**src/hw/rtl/btm_pkg.sv**
```systemverilog
package btm_pkg;

    typedef enum logic [3:0] {
        ST_DROPPED   = 4'd0,
        ST_CONTAINED = 4'd1,
        ST_INTERSECT = 4'd2,
        ST_APPENDED  = 4'd3,
        ST_FULL      = 4'd4,
        ST_CLEARED   = 4'd5,
        ST_READ      = 4'd6,
        ST_BAD_INDEX = 4'd7,
        ST_DISABLED  = 4'd8
    } status_t;

    typedef enum logic [1:0] {
        MODE_INSERT = 2'd0,
        MODE_CLEAR  = 2'd1,
        MODE_READ   = 2'd2,
        MODE_NONE   = 2'd3
    } mode_t;

    localparam logic [1:0] REG_ENABLED   = 2'd0;
    localparam logic [1:0] REG_RATIO_NUM = 2'd1;
    localparam logic [1:0] REG_RATIO_DEN = 2'd2;

    typedef struct packed {
        logic signed [31:0] lx;
        logic signed [31:0] ly;
        logic signed [31:0] hx;
        logic signed [31:0] hy;
    } box_t;

    typedef struct packed {
        logic [3:0]  status;
        logic [5:0]  slot;
        logic [6:0]  total;
        box_t        box;
    } result_t;

    function automatic logic inside_box(box_t a, box_t b);
        return (b.lx <= a.lx) && (a.hx <= b.hx) && (a.lx < a.hx) &&
               (b.ly <= a.ly) && (a.hy <= b.hy) && (a.ly < a.hy);
    endfunction

    function automatic logic covers_box(box_t a, box_t b);
        return (a.lx <= b.lx) && (b.hx <= a.hx) && (a.ly <= b.ly) && (b.hy <= a.hy);
    endfunction

    function automatic logic strict_overlap(box_t n, box_t o);
        return (n.hx > o.lx) && (n.lx < o.hx) && (n.hy > o.ly) && (n.ly < o.hy) &&
               !covers_box(n, o) && !covers_box(o, n);
    endfunction

    function automatic box_t isect_box(box_t n, box_t o);
        box_t x;
        x.lx = (n.lx > o.lx) ? n.lx : o.lx;
        x.ly = (n.ly > o.ly) ? n.ly : o.ly;
        x.hx = (n.hx < o.hx) ? n.hx : o.hx;
        x.hy = (n.hy < o.hy) ? n.hy : o.hy;
        return x;
    endfunction

endpackage

```
**src/hw/rtl/btm_area.sv**
```systemverilog
module btm_area
(
    input  logic           clk,
    input  logic           rst_n,
    input  logic           start,
    input  btm_pkg::box_t  n_box,
    input  btm_pkg::box_t  o_box,
    input  btm_pkg::box_t  x_box,
    input  logic [7:0]     ratio_num,
    input  logic [7:0]     ratio_den,
    output logic           done,
    output logic           pass
);
    import btm_pkg::*;

    // one width product per cycle, then one scaling product per cycle
    logic [2:0]  step_reg, step_next;
    logic        busy_reg, busy_next;
    logic [63:0] an_reg, ao_reg, ai_reg;
    logic [71:0] sn_reg, so_reg, si_reg;
    logic [32:0] wa, wb;
    logic [63:0] prod;
    logic [71:0] sprod;
    logic [39:0] sprod_hi, sprod_lo;
    logic [63:0] sop;
    logic [7:0]  sk;
    box_t        bsel;

    always_comb
    begin
        case (step_reg)
            3'd0:    bsel = n_box;
            3'd1:    bsel = o_box;
            default: bsel = x_box;
        endcase
        wa = 33'({bsel.hx[31], bsel.hx}) - 33'({bsel.lx[31], bsel.lx});
        wb = 33'({bsel.hy[31], bsel.hy}) - 33'({bsel.ly[31], bsel.ly});
        prod = (wa[32] || wa == '0 || wb[32] || wb == '0) ? 64'd0 :
               64'(wa[31:0]) * 64'(wb[31:0]);
        case (step_reg)
            3'd4:    begin sop = an_reg; sk = ratio_num; end
            3'd5:    begin sop = ao_reg; sk = ratio_num; end
            default: begin sop = ai_reg; sk = ratio_den; end
        endcase
        sprod_hi = 40'(sop[63:32]) * 40'(sk);
        sprod_lo = 40'(sop[31:0]) * 40'(sk);
        sprod = {sprod_hi, 32'd0} + 72'(sprod_lo);
        step_next = step_reg;
        busy_next = busy_reg;
        if (start)
        begin
            busy_next = 1'b1;
            step_next = 3'd0;
        end
        else if (busy_reg)
        begin
            if (step_reg == 3'd6)
                busy_next = 1'b0;
            else
                step_next = step_reg + 3'd1;
        end
    end

    always_ff @(posedge clk or negedge rst_n)
    begin
        if (!rst_n)
        begin
            busy_reg <= 1'b0;
            step_reg <= '0;
        end
        else
        begin
            busy_reg <= busy_next;
            step_reg <= step_next;
        end
    end

    always_ff @(posedge clk)
    begin
        if (busy_reg)
        begin
            case (step_reg)
                3'd0:    an_reg <= prod;
                3'd1:    ao_reg <= prod;
                3'd2:    ai_reg <= prod;
                3'd3:    si_reg <= sprod;
                3'd4:    sn_reg <= sprod;
                3'd5:    so_reg <= sprod;
                default: ;
            endcase
        end
    end

    assign done = busy_reg && step_reg == 3'd6;
    assign pass = (si_reg > sn_reg) || (si_reg > so_reg);
endmodule

```
**config.mk**
```make
export PLATFORM = sky130hd
export DESIGN_NAME = btm_area
export DESIGN_NICKNAME = d
export VERILOG_FILES = /design/src/hw/rtl/btm_pkg.sv /design/src/hw/rtl/btm_area.sv
export SDC_FILE = /design/constraint.sdc
export NUM_CORES = 2
export LEC_CHECK = 0
export ABC_AREA = 1
export BUFFER_PORTS_ARGS = -buffer_cell sky130_fd_sc_hd__buf_2
export CELL_PAD_IN_SITES_DETAIL_PLACEMENT = 1
export CELL_PAD_IN_SITES_GLOBAL_PLACEMENT = 1
export CORE_ASPECT_RATIO = 0.7
export CORE_MARGIN = 5
export CORE_UTILIZATION = 30
export DETAILED_ROUTE_END_ITERATION = 6
export PLACE_DENSITY_LB_ADDON = 0.1
export SLEW_MARGIN = 5
export SYNTH_ARGS = -nofsm -noshare
export SYNTH_HDL_FRONTEND = slang
export SYNTH_SLANG_ARGS = --single-unit
export TNS_END_PERCENT = 30
```
**constraint.sdc**
```tcl
create_clock -name clk -period 8.7 [get_ports clk]
set_input_delay 0.87 -clock clk [delete_from_list [all_inputs] [get_ports clk]]
set_output_delay 0.87 -clock clk [all_outputs]
set_load 0.01 [all_outputs]
```
# Word-level counts from Yosys, hierarchy flattened
# Cells that the tools add are included.
[word_totals] in_bits=403 wordCells=51 out_inout_bits=2 ff_bits=412
[op_classes] mux=10 magnitude_cmp=2 n_eq_ne=7 n_addsub=4 reduce_logical=17 multipliers=3
[op_table] op="128-bit case mux with 2 select lines" count=1
[op_table] op="72-bit > comparator" count=2
[op_table] op="64-bit case mux with 2 select lines" count=1
[op_table] op="32-bit by 8-bit multiplier with 40-bit output" count=2
[op_table] op="72-bit by 40-bit adder with 72-bit output" count=1
[op_table] op="33-bit zero test" count=2
[op_table] op="32-bit by 32-bit subtractor with 33-bit output" count=2
[op_table] op="32-bit by 32-bit multiplier with 64-bit output" count=1
[op_table] op="64-bit two-way mux" count=1
[op_table] op="2-bit AND reduction" count=7
[op_table] op="3-bit == test, second input constant" count=3
[op_table] op="3-bit two-way mux" count=3
[op_table] op="8-bit two-way mux" count=1
[op_table] op="3-bit by 2-bit == test with 1-bit output, second input constant" count=2
[op_table] op="1-bit logical OR" count=4
[op_table] op="3-bit by 1-bit adder with 3-bit output, second input constant" count=1
[op_table] op="3-bit by 1-bit == test with 1-bit output, second input constant" count=1
[op_table] op="3-bit zero test" count=1
[op_table] op="1-bit two-way mux" count=3
[op_table] op="2-bit != test, second input constant" count=1
[op_table] op="2-bit nonzero test" count=1
[op_table] op="2-bit OR reduction" count=1
[op_table] op="1-bit logical AND" count=1

# Logic depth before layout (Yosys ltp)
[depth] word_depth=8 depth_mapped=52

# Least setup slack after synthesis
# No wires, ideal clock.
[synth_timing] path_kind="register to register" from="register step_reg[0]" to="register ai_reg[59], data pin" stages_incl_launch_ff=48 period_less_slack_ns=9.414 path_slack_ns=-0.714 setup_ns=0.255 n_path_buf=4 arrival_time_ns=9.159 path_cell_list="dfrtp_1 -> inv_1 -> ha_1 -> nand2_1 -> inv_1 -> nor2_1 -> clkbuf_1 -> clkbuf_1 -> a21oi_1 -> ha_1 -> fa_1 -> inv_1 -> nand3_1 -> nand3_1 -> nand2_1 -> nand2_1 -> nand2_1 -> nand2_1 -> (+12 left out) -> fa_1 -> fa_1 -> inv_1 -> fa_1 -> inv_1 -> ha_1 -> nand2_1 -> nor2_1 -> inv_1 -> nor4_1 -> nand3_1 -> nand3_1 -> a21o_1 -> nand2_1 -> nand2_1 -> nand2_1 -> nand2_1 -> nor2_2"
[synth_between] elab_chain_len=8 elab_cells_between_ends=12
[synth_lines] item="start: declaration" line="btm_area.sv:17" rtl="logic [2:0] step_reg, step_next;"
[synth_lines] item="start signal: assignment" line="btm_area.sv:74" rtl="step_reg <= step_next;"
[synth_lines] item="3-bit by 1-bit == test with 1-bit output or 3-bit zero test (tied branches)" line="btm_area.sv:31" rtl="case (step_reg)"
[synth_lines] item="128-bit case mux with 2 select lines (*)" line="btm_area.sv:31"
[synth_lines] item="branches (longest 5 deep; another with 32-bit by 32-bit multiplier with 64-bit output)"
[synth_lines] item="64-bit two-way mux (*)" line="btm_area.sv:38" rtl="prod = (wa[32] || wa == '0 || wb[32] || wb == '0) ? 64'd0 :"
[synth_lines] item="named net prod[59]" line="btm_area.sv:22" rtl="logic [63:0] prod;"
[synth_lines] item="end signal: assignment" line="btm_area.sv:85" rtl="3'd2: ai_reg <= prod;"
[synth_lines] item="end: declaration" line="btm_area.sv:19" rtl="logic [63:0] an_reg, ao_reg, ai_reg;"
# Mark *: on every way through the listed nets, which the timed path passes.
# A chain may end at the register's enable or synchronous reset.

# Final worst setup path
[layout_timing] from="register step_reg[2]" to="register ao_reg[41], data pin"
[layout_between] elab_chain_len=8 elab_cells_between_ends=12
[layout_lines] item="3-bit by 1-bit == test with 1-bit output or 3-bit zero test (tied branches)" line="btm_area.sv:31"
[layout_lines] item="128-bit case mux with 2 select lines (*)" line="btm_area.sv:31"
[layout_lines] item="branches (longest 5 deep; another with 32-bit by 32-bit multiplier with 64-bit output)"
[layout_lines] item="64-bit two-way mux (*)" line="btm_area.sv:38"
[layout_lines] item="named net prod[41]" line="btm_area.sv:22"
[layout_lines] item="end signal: assignment" line="btm_area.sv:84" rtl="3'd1: ao_reg <= prod;"
[layout_lines] item="end: declaration" line="btm_area.sv:19"
# Marked as above.

==> impl_metrics.json <==
{
  "outcome": "finished with violations",
  "violations": "negative setup slack",
  "clkTransAtPathRegs_ns": 0.07,
  "synth-seq-cells": 412,
  "gp_congestion": 0.933,
  "rows": 154,
  "initial_core_util_pct": 30.1,
  "cts_tree": "yes",
  "worst_pin_slew_ns": 1.21,
  "htreeDepth": 2,
  "dieArea_sq_um": 263000,
  "coreArea_sq_um": 251000,
  "syn_avg_cell_area_sq_um": 8.03,
  "num_vias": 68600,
  "timing.hold.ws_ns": 0.0674,
  "synth-seq-area-share_pct": 16.3,
  "grt.total_usage_pct": 24.0,
  "worst_slack_ns": -1.13,
  "clock_skew_ns": 0.0293,
  "drc": 0,
  "antenna_found_initial": 19,
  "slowest_stage": "fa_2",
  "max_cap_violations": 0,
  "r2r-end": "ao_reg[41]$_DFFE_PP_",
  "synth_edf_count": 408,
  "clock_latency_ns": 0.61,
  "ys.flop_type": "edfxtp_1",
  "max_freq_mhz": 102,
  "hold_violations": 0,
  "clockBufferDepth": 3,
  "drive_above_1_share_pct": 24.8,
  "grt_pass1_wl_um": 477000,
  "netlist_area_sq_um": 75800,
  "worst-path-max-fanout": 14,
  "grt.overflow.total": 0,
  "grt_max_degree": 71,
  "cts_root_buf": "clkbuf_16",
  "synthDistinctLibCells": 50,
  "wire_per_inst_um": 22.2,
  "post_drt_via_cell_ratio": 4.78,
  "final.min_clock_period_ns": 9.83,
  "cp-end-kind": "flip-flop",
  "setup_viol": 156,
  "r2r-start": "step_reg[2]$_DFFE_PN0P_",
  "maxSlewHeadroom_pct": 18.9,
  "ant_nets": 0,
  "syn_to_final_growth_pct": 30.3,
  "die-height_um": 430,
  "dp_hpwl_um": 272000,
  "nFillCells": 30000,
  "syn_nets": 11700,
  "critPathKind": "flip-flop to flip-flop",
  "ctsHoldBuffers": 0,
  "layout_commonest_cell": "inv_1",
  "r2r_slack_ns": -1.13,
  "grt_pass1_vias": 74700,
  "hp-class": "primary input to async pin",
  "slew_viol_final": 0,
  "first_pass_iters": 5,
  "clock_sinks": 412,
  "synth-warning-count": 0,
  "rsz0062_at_grt": "true",
  "period_share_pct": 113,
  "drt_wl_total_um": 318000,
  "required_ns": 9.04,
  "die_w_um": 611,
  "startpoint_type": "flip-flop",
  "first_iter_violations": 4402,
  "ios": 405,
  "r2r_cells": 44,
  "cp_slowest_stage_delay_ns": 0.61,
  "cp_data_arrival_time_ns": 10.16,
  "finish.net_count": 13300,
  "final_cell_mix": "inv_1 (1,972), nand2_1 (1,882), fa_1 (1,204), buf_4 (1,151), nor2_1 (1,070)",
  "postSynthCellCount": 9439,
  "dp_cells": 14100,
  "layout.cells.non_filler": 14300,
  "cts_buffers": 40,
  "ys_async_sr_fraction_pct": 0.971,
  "port_buffers": 404,
  "crit_top_cell": "fa_1"
}
==> worst max-delay path: cells and delay by family, from the launching register on <==
family | cells | cell delay (ns)
XOR/XNOR | 1 | 0.23
flip-flops | 1 | 0.43
AND/OR/NAND/NOR | 10 | 0.91
buffers and inverters | 15 | 1.82
AO/OA/AOI/OAI | 8 | 1.28
adder cells (fa/ha/maj) | 10 | 4.82
==> area by class of cell <==
cell class	count	area, sq um	share of cell area [%]
multi-input cells	6663	58500	59.3
repair buffers	1773	14500	14.7
flip-flops and latches	412	12400	12.5
inverters	2069	7840	7.95
well taps	3354	4200	4.25
clock buffers	50	1060	1.07
clock inverters	19	190	0.193
diodes	6	15.0	0.0152
==> cell families after synthesis <==
logic type | count (synthesis) | share of synthesized area (%)
xor+xnor | 145 | 1.73
simple gates | 3866 | 20.6
buf+inv | 2364 | 11.8
flops | 412 | 16.3
fa+ha+maj | 1894 | 43.8
compound gates | 758 | 5.75
==> stage by stage <==
stage                     TNS (ns)  setup WS (ns)  instance area (sq um)  utilization, %
after floorplan                  0       0.000329                  76000               -
after global placement     -241.37          -2.30                  91300            36.3
after global routing       -194.58          -1.46                  98700            39.2
after CTS                  -113.47          -1.15                  97000            38.6
final                      -114.03          -1.13                  98700            39.2
after detailed placement   -249.85          -2.35                  91300            36.3
==> how the worst max path moves through the flow <==
stage               slack, ns                    start                    to
global placement        -2.30  step_reg[1]$_DFFE_PN0P_  an_reg[51]$_DFFE_PP_
CTS                     -1.15  step_reg[0]$_DFFE_PN0P_  ai_reg[57]$_DFFE_PP_
global route            -1.46  step_reg[2]$_DFFE_PN0P_  ao_reg[56]$_DFFE_PP_
detailed placement      -2.35  step_reg[1]$_DFFE_PN0P_  ai_reg[62]$_DFFE_PP_
finish                  -1.13  step_reg[2]$_DFFE_PN0P_  ao_reg[41]$_DFFE_PP_
floorplan              0.0003  step_reg[0]$_DFFE_PN0P_  ai_reg[59]$_DFFE_PP_
==> synth_stat cells (15+ instances only) <==
cell type,count,area share (%)
fa_1,1265,33
nor2_1,1196,5.9
a21o_1,22,0.22
o21ai_0,137,0.91
a22o_1,66,0.76
nor3_1,30,0.20
inv_1,2043,10
clkbuf_1,252,1.2
xnor2_1,53,0.61
edfxtp_1,408,16
nand3b_1,20,0.20
buf_1,33,0.16
clkinv_1,22,0.11
nand2_1,2058,10
nand4_1,71,0.59
a21oi_1,414,2.7
xor2_1,87,1.0
nand3_1,362,2.4
a31oi_1,32,0.26
o21bai_1,28,0.28
nor2_2,67,0.55
nand2_2,15,0.12
ha_1,629,10
==> metal layers <==
metal / global-route usage, % / share of wire, % / wire, um / vias to the layer above
met5: 0 / 0 / 0 / -
met4: 2.67 / 1.1 / 3490 / 0
met3: 6.32 / 8.3 / 26400 / 172
met2: 33.9 / 40 / 126000 / 1554
met1: 37.4 / 51 / 162000 / 35100
li1: - / - / - / 31700
==> what timing repair did <==
action                     in CTS  in global routing
resized for setup             773                303
buffers inserted              111                 40
pin swaps                     186                 95
gates cloned                   11                  4
setup endpoints to repair     162                237
Power is not shown: default switching activity piles up to over one toggle a cycle in this logic, so the estimate is an artifact.
